File: src/hdl/tsfa_pkg.sv
`default_nettype none
// ---------------------------------------------------------------------------
// tsfa_pkg: shared types and constants of the temperature spike filter
// Field widths, special codes and the control word handed to the row of
// window cells.
// ---------------------------------------------------------------------------
package tsfa_pkg;

  // Field widths
  localparam int READING_W = 12;
  localparam int TEMP_W    = 14;
  localparam int ERR_W     = 16;
  localparam int JUMP_W    = 8;
  localparam int RETRY_W   = 4;
  localparam int CFG_IDX_W = 2;
  localparam int CFG_DAT_W = 8;

  // Only positive readings reach the window, so a slot needs no sign bit
  localparam int SLOT_W = READING_W - 1;

  // Special values, sixteenths of a degree
  localparam logic signed [READING_W-1:0] DISCONNECT_CODE = -12'sd2032;
  localparam logic signed [TEMP_W-1:0]    FAILED_TEMP     = -14'sd4368;

  // Register reset values
  localparam logic [JUMP_W-1:0]  JUMP_RESET  = 8'd80;
  localparam logic [RETRY_W-1:0] RETRY_RESET = 4'd3;

  // Configuration register indexes
  typedef enum logic [CFG_IDX_W-1:0] {
    CFG_JUMP_LIMIT  = 2'd0,
    CFG_RETRY_LIMIT = 2'd1
  } cfg_idx_e;

  // Control word for the window cells
  typedef struct packed {
    logic shift;  // take the left neighbour's slot
    logic fill;   // load the new reading into every slot
  } cell_ctl_t;

  // One result word
  typedef struct packed {
    logic signed [TEMP_W-1:0] temperature;
    logic                     rejected;
    logic                     sensor_failed;
    logic [ERR_W-1:0]         total_errors;
  } res_t;

endpackage
`default_nettype wire

File: src/hdl/tsfa_if.sv
`default_nettype none
// ---------------------------------------------------------------------------
// tsfa_if: handshake channels of the temperature spike filter
// Reading input, result output and configuration write channels, each with
// valid, ready and payload.
// ---------------------------------------------------------------------------
interface tsfa_in_if;
  logic                    valid;
  logic                    ready;
  logic signed [11:0]      reading;

  modport source (output valid, output reading, input ready);
  modport sink   (input valid, input reading, output ready);
endinterface

interface tsfa_out_if;
  logic                    valid;
  logic                    ready;
  logic signed [13:0]      temperature;
  logic                    rejected;
  logic                    sensor_failed;
  logic [15:0]             total_errors;

  modport source (output valid, output temperature, output rejected,
                  output sensor_failed, output total_errors, input ready);
  modport sink   (input valid, input temperature, input rejected,
                  input sensor_failed, input total_errors, output ready);
endinterface

interface tsfa_cfg_if;
  logic                    valid;
  logic                    ready;
  logic [1:0]              index;
  logic [7:0]              data;

  modport source (output valid, output index, output data, input ready);
  modport sink   (input valid, input index, input data, output ready);
endinterface
`default_nettype wire

File: src/hdl/tsfa_cell.sv
`default_nettype none
// ---------------------------------------------------------------------------
// tsfa_cell: one slot of the averaging window
// Holds one reading; loads the new reading on a fill, or takes the slot of
// its left neighbour on a shift.
// ---------------------------------------------------------------------------
module tsfa_cell
  import tsfa_pkg::*;
(
  input  wire logic              clk_i,
  input  wire cell_ctl_t         ctl_i,
  input  wire logic [SLOT_W-1:0] fill_i,
  input  wire logic [SLOT_W-1:0] left_i,
  output logic      [SLOT_W-1:0] slot_o
);

  logic [SLOT_W-1:0] slot_q, slot_d;

  // Choose fill, shift or hold
  always_comb begin
    slot_d = slot_q;
    if (ctl_i.fill) begin
      slot_d = fill_i;
    end else if (ctl_i.shift) begin
      slot_d = left_i;
    end
  end

  // Slot register, undefined until first written
  always_ff @(posedge clk_i) begin
    slot_q <= slot_d;
  end

  assign slot_o = slot_q;

endmodule
`default_nettype wire

File: src/hdl/tsfa_div.sv
`default_nettype none
// ---------------------------------------------------------------------------
// tsfa_div: window sum divided by the window length
// Multiplies by a rounded-up reciprocal with enough fraction bits that the
// truncated quotient is exact over the whole sum range.
// ---------------------------------------------------------------------------
module tsfa_div
  import tsfa_pkg::*;
#(
  parameter int WINDOW = 5
) (
  input  wire logic [SLOT_W+$clog2(WINDOW)-1:0] sum_i,
  output logic      [SLOT_W-1:0]                quot_o
);

  localparam int SUM_W  = SLOT_W + $clog2(WINDOW);
  localparam int SHIFT  = SUM_W + $clog2(WINDOW);
  localparam int MULT_I = ((1 << SHIFT) + WINDOW - 1) / WINDOW;
  localparam logic [SUM_W:0] MULT = (SUM_W+1)'(MULT_I);

  logic [2*SUM_W:0] prod;

  // Scale by the reciprocal and drop the fraction bits
  assign prod   = (2*SUM_W+1)'(sum_i) * (2*SUM_W+1)'(MULT);
  assign quot_o = prod[SHIFT +: SLOT_W];

endmodule
`default_nettype wire

File: src/hdl/temperature_spike_filter_average_top.sv
`default_nettype none
// ---------------------------------------------------------------------------
// temperature_spike_filter_average_top: spike-rejecting moving average
// Filters signed temperature readings through a window of WINDOW readings,
// rejecting disconnect codes and jumps beyond the configured limit.
// ---------------------------------------------------------------------------
// Usage:
//   reading_i  - one raw reading per word (signed sixteenths of a degree).
//   result_o   - one result word per reading: filtered temperature, reject
//                flag, sticky failure flag and saturating error total.
//   cfg_i      - register writes, index 0 jump limit, index 1 retry limit;
//                always ready, write only while the block is idle.
// Output: the result of an accepted reading is registered in the output buffer.
// Throughput: one reading per cycle while the output buffer is not full; the
//   average of one reading is ready for the spike check of the next, computed
//   in the same cycle from a running sum and a reciprocal multiply.
// Reset: clears the average, the failure flag and the error total, reloads
//   retries with 3 and the limits with 80 and 3; window slots are not reset.
// Stall: a two-word output buffer keeps taking readings while one result
//   waits; reading_i.ready falls only when both words are held.
// ---------------------------------------------------------------------------
module temperature_spike_filter_average_top
  import tsfa_pkg::*;
#(
  parameter int WINDOW = 5
) (
  input  wire logic     clk_i,
  input  wire logic     rst_ni,
  tsfa_in_if.sink       reading_i,
  tsfa_out_if.source    result_o,
  tsfa_cfg_if.sink      cfg_i
);

  localparam int SUM_W = SLOT_W + $clog2(WINDOW);

  // Configuration registers
  logic [JUMP_W-1:0]  jump_q;
  logic [RETRY_W-1:0] retry_q;

  // Filter state
  logic signed [TEMP_W-1:0] cur_q, cur_d;
  logic                     primed_q, primed_d;
  logic                     filled_q, filled_d;
  logic [RETRY_W-1:0]       retries_q, retries_d;
  logic [ERR_W-1:0]         err_q, err_d;
  logic                     failed_q, failed_d;
  logic [SUM_W-1:0]         sum_q, sum_d;

  // Output buffer
  logic [1:0] cnt_q, cnt_d;
  res_t       e0_q, e0_d, e1_q, e1_d;
  res_t       res;

  logic push, pop;

  // Step datapath
  logic signed [READING_W-1:0] r;
  logic [SLOT_W-1:0]           r_slot;
  logic signed [TEMP_W:0]      diff;
  logic [TEMP_W:0]             abs_diff;
  logic                        rej;
  logic                        take;
  logic [SUM_W:0]              sum_run;
  logic [SLOT_W-1:0]           quot;
  cell_ctl_t                   ctl;
  logic [SLOT_W-1:0]           slot [WINDOW];

  assign push = reading_i.valid && reading_i.ready;
  assign pop  = result_o.valid && result_o.ready;

  assign r      = reading_i.reading;
  assign r_slot = r[SLOT_W-1:0];

  // Compare against the current average
  assign diff     = {cur_q[TEMP_W-1], cur_q} - (TEMP_W+1)'(r);
  assign abs_diff = diff[TEMP_W] ? (TEMP_W+1)'(-diff) : (TEMP_W+1)'(diff);
  assign rej      = primed_q && ((r == DISCONNECT_CODE) ||
                                 (abs_diff > (TEMP_W+1)'(jump_q)));
  assign take     = primed_q && !rej && (r > 12'sd0);

  // Running sum: add the new reading, drop the oldest
  assign sum_run = (SUM_W+1)'(sum_q) + (SUM_W+1)'(r_slot)
                 - (SUM_W+1)'(slot[WINDOW-1]);

  tsfa_div #(.WINDOW(WINDOW)) u_div (
    .sum_i  (sum_run[SUM_W-1:0]),
    .quot_o (quot)
  );

  // Window row control
  assign ctl.fill  = push && take && !filled_q;
  assign ctl.shift = push && take && filled_q;

  // Row of window cells, new reading enters on the left
  for (genvar g = 0; g < WINDOW; g++) begin : g_cell
    if (g == 0) begin : g_head
      tsfa_cell u_cell (
        .clk_i  (clk_i),
        .ctl_i  (ctl),
        .fill_i (r_slot),
        .left_i (r_slot),
        .slot_o (slot[g])
      );
    end else begin : g_body
      tsfa_cell u_cell (
        .clk_i  (clk_i),
        .ctl_i  (ctl),
        .fill_i (r_slot),
        .left_i (slot[g-1]),
        .slot_o (slot[g])
      );
    end
  end

  // Next filter state and result word
  always_comb begin
    cur_d     = cur_q;
    primed_d  = primed_q;
    filled_d  = filled_q;
    retries_d = retries_q;
    err_d     = err_q;
    sum_d     = sum_q;
    if (!primed_q) begin
      cur_d    = TEMP_W'(r);
      primed_d = 1'b1;
    end else if (rej) begin
      if (retries_q != '0) begin
        retries_d = retries_q - 1'b1;
      end
      if (err_q != '1) begin
        err_d = err_q + 1'b1;
      end
    end else if (take) begin
      retries_d = retry_q;
      filled_d  = 1'b1;
      if (filled_q) begin
        sum_d = sum_run[SUM_W-1:0];
        cur_d = TEMP_W'(quot);
      end else begin
        sum_d = SUM_W'(r_slot) * SUM_W'(WINDOW);
        cur_d = TEMP_W'(r);
      end
    end
    failed_d = failed_q || (retries_d == '0);
    if (failed_d) begin
      cur_d = FAILED_TEMP;
    end
    res.temperature   = cur_d;
    res.rejected      = rej;
    res.sensor_failed = failed_d;
    res.total_errors  = err_d;
  end

  // Filter state registers, advance on each accepted word
  always_ff @(posedge clk_i or negedge rst_ni) begin
    if (!rst_ni) begin
      cur_q     <= '0;
      primed_q  <= 1'b0;
      filled_q  <= 1'b0;
      retries_q <= RETRY_RESET;
      err_q     <= '0;
      failed_q  <= 1'b0;
      sum_q     <= '0;
    end else if (push) begin
      cur_q     <= cur_d;
      primed_q  <= primed_d;
      filled_q  <= filled_d;
      retries_q <= retries_d;
      err_q     <= err_d;
      failed_q  <= failed_d;
      sum_q     <= sum_d;
    end
  end

  // Configuration writes
  assign cfg_i.ready = 1'b1;

  always_ff @(posedge clk_i or negedge rst_ni) begin
    if (!rst_ni) begin
      jump_q  <= JUMP_RESET;
      retry_q <= RETRY_RESET;
    end else if (cfg_i.valid) begin
      unique case (cfg_i.index)
        CFG_JUMP_LIMIT:  jump_q  <= cfg_i.data[JUMP_W-1:0];
        CFG_RETRY_LIMIT: retry_q <= cfg_i.data[RETRY_W-1:0];
        default: ;
      endcase
    end
  end

  // Two-word output buffer: head word e0, second word e1
  always_comb begin
    cnt_d = cnt_q;
    e0_d  = e0_q;
    e1_d  = e1_q;
    case (cnt_q)
      2'd0: begin
        if (push) begin
          e0_d  = res;
          cnt_d = 2'd1;
        end
      end
      2'd1: begin
        if (push && pop) begin
          e0_d = res;
        end else if (push) begin
          e1_d  = res;
          cnt_d = 2'd2;
        end else if (pop) begin
          cnt_d = 2'd0;
        end
      end
      2'd2: begin
        if (pop) begin
          e0_d  = e1_q;
          cnt_d = 2'd1;
        end
      end
      default: cnt_d = 2'd0;
    endcase
  end

  always_ff @(posedge clk_i or negedge rst_ni) begin
    if (!rst_ni) begin
      cnt_q <= 2'd0;
    end else begin
      cnt_q <= cnt_d;
    end
  end

  // Buffered words carry no reset
  always_ff @(posedge clk_i) begin
    e0_q <= e0_d;
    e1_q <= e1_d;
  end

  assign reading_i.ready      = (cnt_q != 2'd2);
  assign result_o.valid       = (cnt_q != 2'd0);
  assign result_o.temperature   = e0_q.temperature;
  assign result_o.rejected      = e0_q.rejected;
  assign result_o.sensor_failed = e0_q.sensor_failed;
  assign result_o.total_errors  = e0_q.total_errors;

endmodule
`default_nettype wire
File: src/flat_wrapper.sv
// flat-port wrapper written by rule: the top's interface ports become plain ports
module temperature_spike_filter_average_top_flat import tsfa_pkg::*;
#(
  parameter int WINDOW = 5
)
  (clk_i, rst_ni, reading_i_valid, reading_i_reading, reading_i_ready, result_o_valid, result_o_temperature, result_o_rejected, result_o_sensor_failed, result_o_total_errors, result_o_ready, cfg_i_valid, cfg_i_index, cfg_i_data, cfg_i_ready);
  tsfa_in_if reading_i_i ();
  tsfa_out_if result_o_i ();
  tsfa_cfg_if cfg_i_i ();
  input  wire logic clk_i;
  input  wire logic rst_ni;
  input wire logic [$bits(reading_i_i.valid)-1:0] reading_i_valid;
  input wire logic [$bits(reading_i_i.reading)-1:0] reading_i_reading;
  output wire logic [$bits(reading_i_i.ready)-1:0] reading_i_ready;
  output wire logic [$bits(result_o_i.valid)-1:0] result_o_valid;
  output wire logic [$bits(result_o_i.temperature)-1:0] result_o_temperature;
  output wire logic [$bits(result_o_i.rejected)-1:0] result_o_rejected;
  output wire logic [$bits(result_o_i.sensor_failed)-1:0] result_o_sensor_failed;
  output wire logic [$bits(result_o_i.total_errors)-1:0] result_o_total_errors;
  input wire logic [$bits(result_o_i.ready)-1:0] result_o_ready;
  input wire logic [$bits(cfg_i_i.valid)-1:0] cfg_i_valid;
  input wire logic [$bits(cfg_i_i.index)-1:0] cfg_i_index;
  input wire logic [$bits(cfg_i_i.data)-1:0] cfg_i_data;
  output wire logic [$bits(cfg_i_i.ready)-1:0] cfg_i_ready;
  assign reading_i_i.valid = reading_i_valid;
  assign reading_i_i.reading = reading_i_reading;
  assign reading_i_ready = reading_i_i.ready;
  assign result_o_valid = result_o_i.valid;
  assign result_o_temperature = result_o_i.temperature;
  assign result_o_rejected = result_o_i.rejected;
  assign result_o_sensor_failed = result_o_i.sensor_failed;
  assign result_o_total_errors = result_o_i.total_errors;
  assign result_o_i.ready = result_o_ready;
  assign cfg_i_i.valid = cfg_i_valid;
  assign cfg_i_i.index = cfg_i_index;
  assign cfg_i_i.data = cfg_i_data;
  assign cfg_i_ready = cfg_i_i.ready;
  temperature_spike_filter_average_top #(.WINDOW(WINDOW)) u_core (.clk_i(clk_i), .rst_ni(rst_ni), .reading_i(reading_i_i), .result_o(result_o_i), .cfg_i(cfg_i_i));
endmodule
File: config.mk
export PLATFORM = sky130hd
export DESIGN_NAME = temperature_spike_filter_average_top_flat
export DESIGN_NICKNAME = d
export VERILOG_FILES = /design/src/hdl/tsfa_pkg.sv /design/src/hdl/tsfa_if.sv /design/src/hdl/tsfa_cell.sv /design/src/hdl/tsfa_div.sv /design/src/hdl/temperature_spike_filter_average_top.sv /design/src/flat_wrapper.sv
export SDC_FILE = /design/constraint.sdc
export NUM_CORES = 1
export LEC_CHECK = 0
export BUFFER_PORTS_ARGS = -buffer_cell sky130_fd_sc_hd__buf_4
export CAP_MARGIN = 5
export CORE_MARGIN = 5
export CORE_UTILIZATION = 50
export CTS_BUF_LIST = sky130_fd_sc_hd__clkbuf_2
export CTS_CLUSTER_DIAMETER = 150
export DETAILED_ROUTE_END_ITERATION = 12
export MAX_ROUTING_LAYER = met4
export PLACE_DENSITY = 0.67
export SLEW_MARGIN = 0
export SYNTH_ARGS = -nofsm -noshare
export SYNTH_HDL_FRONTEND = slang
export SYNTH_HIERARCHICAL = 1
export SYNTH_SLANG_ARGS = --single-unit
File: constraint.sdc
create_clock -name clk_i -period 18.9 [get_ports clk_i]
set_input_delay 0.945 -clock clk_i [delete_from_list [all_inputs] [get_ports clk_i]]
set_output_delay 0.945 -clock clk_i [all_outputs]
set_load 0.02 [all_outputs]
==> results of run 1 <==
## flip-flops by register name, indices dropped and copies added (netlist names), 4 cells and up
register	count
u_core/retry_q	4
u_core/err_q	16
u_core/g_cell.g_head.u_cell/slot_o	11
u_core/result_o.total_errors	16
u_core/retries_q	4
u_core/sum_q	14
u_core/g_cell.g_body.u_cell/slot_o	44
u_core/e1_q	32
u_core/cur_q	14
u_core/result_o.temperature	14
u_core/jump_q	8
## critical path, delay by kind of cell
family / cells / cell delay [ps]
and+or+nand+nor: 3 / 510
AOI/OAI and AO/OA: 14 / 2570
buffers and inverters: 8 / 800
xor gates and xnor gates: 2 / 570
adders and majority gates: 9 / 3980
## placed cells by master, fill, tap and decap left out, types with 22 or more instances in the layout
cell type	count
inv_1	203
ha_1	154
edfxtp_1	119
nand2_1	98
nor2_1	77
buf_4	74
fa_1	73
a21oi_1	70
dfrtp_1	59
o21ai_0	57
mux2_4	45
xnor2_1	40
mux2_2	38
nor3_1	25
xor2_1	22
## routing by layer
layer	routed length, µm	vias up
met5	0	-
met4	540	0
met3	1680	38
met2	15600	272
met1	15000	4902
li1	-	4969
## how the worst max path moves through the flow
stage / slack, ps / startpoint / endpoint
floorplan: 10280 / reading_i_reading[1] / u_core/result_o.temperature[7]
finish: 10070 / reading_i_reading[1] / u_core/result_o.temperature[9]
detailed placement: 9330 / reading_i_reading[1] / u_core/result_o.temperature[9]
global route: 9230 / reading_i_reading[1] / u_core/result_o.temperature[9]
global placement: 9580 / reading_i_reading[1] / u_core/result_o.temperature[9]
CTS: 10190 / reading_i_reading[1] / u_core/result_o.temperature[9]
## logic make-up (layout without fill, tap and decap cells)
family	after synthesis	in the layout
flops	184	184
mux	90	90
fa+ha+maj	227	227
xor+xnor	62	62
other cells	1	3
buf+inv	241	310
simple gates	318	318
compound gates	266	266
## layout make-up
type	instances	area (µm²)
Fill cell	2557	13100
Multi-Input combinational cell	964	8490
Sequential cell	184	5210
Inverter	204	766
Timing Repair Buffer	74	556
Tap cell	384	480
Clock inverter	15	176
Clock buffer	17	85.1
Antenna cell	2	5.00
## metrics by stage
step                cells  area, µm²
finish               1844      15800
global placement     1810      15500
detailed placement   1810      15500
floorplan            1389      14700
CTS                  1842      15800
global route         1844      15800
==> results.md, run 1 <==
- Outcome: finished clean
- Type of origin of the critical path: primary input
- Largest family of logic cells by synthesized area: adder cells
- Clk buf depth: 2
- Fin worst setup slack: 10,070 ps
- Synth top area cells: edfxtp_1, ha_1, dfrtp_1, fa_1, inv_1
- Reg2Reg Setup Slack: 10,180 ps
- CTS Sinks: 184
- Drt pass-1 iters: 6
- Final Hold Slack: 242 ps
- Setup TNS: 0 ps
- Overall routing resource usage: 20.8%
- Syn Area/Cell: 10.6 µm²
- RR Endpoint: u_core/result_o.temperature[9]
- Drt via density: 5.52
- H-Tree Depth: 4
- Max_cap viols: 0
- Crit path kind: primary input to flop
- RSZ-0062 raised after global routing: false
- DRC violations left: 0
- Grt ovf: 0
- Final Net Count: 1,699
- Vias in the first global route: 10,300
- Ys Warns: 6
- Cells on worst reg2reg path: 35
- Sequential fraction of the synthesis area: 35.5%
- GR met1 Demand/Resource: 28.2%
- Worst hold path type: primary input to async pin
- M3 GR Usage: 3.38%
- Cell with the most instances after synthesis: inv_1
- Setup violations, final: 0
- Die area: 32,800 µm²
- Clk root buf: clkbuf_2
- Post-synth top flop: edfxtp_1
- Hold buffers post-CTS: 0
- IO Pins: 62
- Largest area contributor in the netlist: edfxtp_1
- Largest net degree at the start of global routing: 66
- Share of layout cells above drive strength 1: 16.3%
- DP Worst Slack: 9330 ps
- Slew Viols, Final: 0
- Crit Path Max Fanout: 9
- Clock Skew: 60.1 ps
- Area Overhead vs Synth: 7.57%
- Final hold vios: 0
- GR peak layer: met2
- Simple-Gate Fraction of Synth Area: 10.7%
- TritonCTS clock tree: yes
- Post-synth EDFFs: 119
- First-pass GRT wire length: 53.9 mm
- Post-Syn Instances: 1,389
- WL/cell: 17.8 µm
- Critical path endpoint category: flop
- Synth Area in Adders: 23.1%
- Ys async rst share: 35.3%
- Slowest cell on the critical path: fa_1
- Number of CTS-inserted buffers: 17
- Clock latency on the worst-skew pair: 760 ps
- Worst path max stage delay: 520 ps
- Top cells by instance count after synthesis: inv_1, ha_1, edfxtp_1, nand2_1, nor2_1
- Relative max-transition margin: 25.5%
- Worst Max-Slew Pin Slew: 1120 ps
- CP arrival: 9350 ps
- Die span in y: 181 µm
- Synth Area in XOR/XNOR: 3.70%
- Reg2reg start: u_core/sum_q[1]
- Count of cell types in the netlist: 87
- Initial antenna violation count: 1
- Met2 usage: 33.4%
- Post-CTS setup buffers: 0
- Synth top area share: 24.4%
- Netlist Area Pre-Place: 14,700 µm²
- Die X: 181 µm
- Buffers on Ports: 60
- Via count: 10,200
- Yosys reg bits: 184
- Final GP Congestion: 0.948
- Fin util: 54.6%
- Final worst-path cycle share: 46.7%
- Core area: 28,900 µm²
- Required @ worst endpoint: 19,420 ps
- DR iter-0 viols: 617
- HPWL Detailed: 25.4 mm
- Multiplexer area fraction after synthesis: 8.01%
- Antenna Nets Post-Route: 0
- PostCTS Resize Cnt: 0
- Synth Area in Compound Gates: 12.3%
- Syn Nets: 1,643
- Overall routed net length: 32.8 mm
- Tmin final: 8830 ps
- FMAX: 113 MHz
- Clk pin slew, worst setup/hold paths: 320 ps
- Initial Utilization: 50.8%
- # rows: 62
Power of run 1 is not shown: default switching activity piles up to over one toggle a cycle in this logic, so the estimate is an artifact.
==> inputs of run 2 (changes only) <==
PLACE_DENSITY = 0.69   (was 0.67)
clock period = 7.21 ns   (was 18.9 ns; I/O delays follow)
==> results.md, run 2 (synthesis gave the netlist of run 1 again) <==
- Worst path most repeated cell: fa_1
- Crit path kind: flop to flop
- Drt via density: 5.50
- Overall routing resource usage: 21.9%
- Most frequent cells in the layout: buf_4, inv_1, ha_1
- CP arrival: 8490 ps
- Worst path max stage delay: 580 ps
- Initial antenna violation count: 1
- Cells on worst reg2reg path: 31
- Tmin final: 7980 ps
- Crit path launch: u_core/g_cell[4].g_body.u_cell/slot_o[1]
- WL/cell: 17.8 µm
- Antenna Nets Post-Route: 0
- FMAX: 125 MHz
- Via count: 11,000
- Worst Max-Slew Pin Slew: 1130 ps
- Core area: 28,900 µm²
- Grt ovf: 0
- Die span in y: 181 µm
- DR iter-0 viols: 731
- Max FFs per register: 44
- H-Tree Depth: 4
- Slowest cell on the critical path: fa_2
- Relative max-transition margin: 24.9%
- Worst hold path type: primary input to flop
- Vias in the first global route: 11,000
- Clock latency on the worst-skew pair: 790 ps
- Clk buf depth: 2
- Area Overhead vs Synth: 18.9%
- Setup violations, final: 33
- First-pass GRT wire length: 56.9 mm
- Fin worst setup slack: -773 ps
- Fillcell total: 2,425
- Cell area after layout: 17,400 µm²
- Commonest non-fill, non-tap cell in the layout: buf_4
- RSZ-0062 raised after global routing: true
- Required @ worst endpoint: 7720 ps
- CTS Sinks: 184
- Setup TNS: -20,600 ps
- Final hold vios: 0
- Type of origin of the critical path: flop
- # rows: 62
- Crit Path Max Fanout: 4
- DRC violations left: 0
- Final worst-path cycle share: 111%
- Reg2reg start: u_core/g_cell[4].g_body.u_cell/slot_o[1]
- Max_cap viols: 0
- Final Net Count: 1,861
- Initial Utilization: 50.8%
- TritonCTS clock tree: yes
- Die area: 32,800 µm²
- Die X: 181 µm
- IO Pins: 62
- Number of CTS-inserted buffers: 17
- Placed Area: 16,400 µm²
- Reg2Reg Setup Slack: -770 ps
- Slew Viols, Final: 0
- Overall routed net length: 35.6 mm
- Buffers on Ports: 60
- Clock Skew: 90.0 ps
- Critical path endpoint category: flop
- Outcome: finished with violations
- RR Endpoint: u_core/result_o.temperature[7]
- Share of layout cells above drive strength 1: 26.6%
- Failing checks: negative setup slack
- Largest net degree at the start of global routing: 66
- HPWL Detailed: 27.1 mm
- CP Capture Point: u_core/result_o.temperature[7]
- Drt pass-1 iters: 5
- Clk root buf: clkbuf_2
- Final GP Congestion: 0.951
- Clk pin slew, worst setup/hold paths: 350 ps
## run 2: how the worst min path moves through the flow
| stage | startpoint | end | slack (ps) | cells after the start |
|---|---|---|---|---|
| final | cfg_i_index[0] | u_core/jump_q[6] | 90 | 4 |
| after global routing | reading_i_reading[5] | u_core/g_cell[0].g_head.u_cell/slot_o[5] | 2 | 3 |
| after CTS | reading_i_reading[3] | u_core/g_cell[1].g_body.u_cell/slot_o[3] | 0.9 | 3 |
| after detailed placement | u_core/sum_q[4] | u_core/sum_q[4] | 470 | 2 |
| after global placement | u_core/sum_q[5] | u_core/sum_q[5] | 470 | 2 |
| after floorplan | rst_ni | u_core/cnt_q[0] | 60 | 0 |
## run 2: repair_timing
action / in CTS / in global routing
hold endpoints to repair: 80 / 5
pin swaps: 38 / 26
gates cloned: 0 / 0
gates resized for setup: 21 / 27
setup endpoints to repair: 33 / 33
hold buffers: 30 / 3
buffers inserted: 10 / 13
## run 2: final cells by class
cell class              instances  area, µm²  share of cell area [%]
diodes                          1       2.50                  0.0144
clock buffers                  17       85.1                   0.488
clock inverters                15        191                    1.10
inverters                     204        769                    4.41
multi-input cells             964       8830                    50.7
flip-flops and latches        184       5210                    29.9
well taps                     384        480                    2.76
repair buffers                236       1860                    10.7
## run 2: worst max-delay path, delay by kind of cell (launching register included)
kind,cells,cell delay [ps]
flip-flops,1,520
AND/OR/NAND/NOR,4,530
buffers and inverters,3,230
adder cells (fa/ha/maj),9,4170
XOR/XNOR,2,250
AO/OA/AOI/OAI,13,2010
## run 2: layer usage
metal	share of wire, %	vias up	GRT usage, %
met1	45	5409	28.6
li1	-	5286	-
met4	2.4	0	5.70
met2	48	282	35.7
met5	0	-	-
met3	4.7	60	3.76
## run 2: per-stage QoR
step                utilization, %  hold slack (ps)  worst slack, ps  cells
CTS                           59.5            0.888             -729   1988
floorplan                        -             64.9             -346   1389
global route                  60.4             1.74            -1160   2005
detailed placement            56.9              475             -776   1916
finish                        60.4             94.2             -773   2005
global placement              56.9              467             -678   1916
Power of run 2 is left out for the same reason.
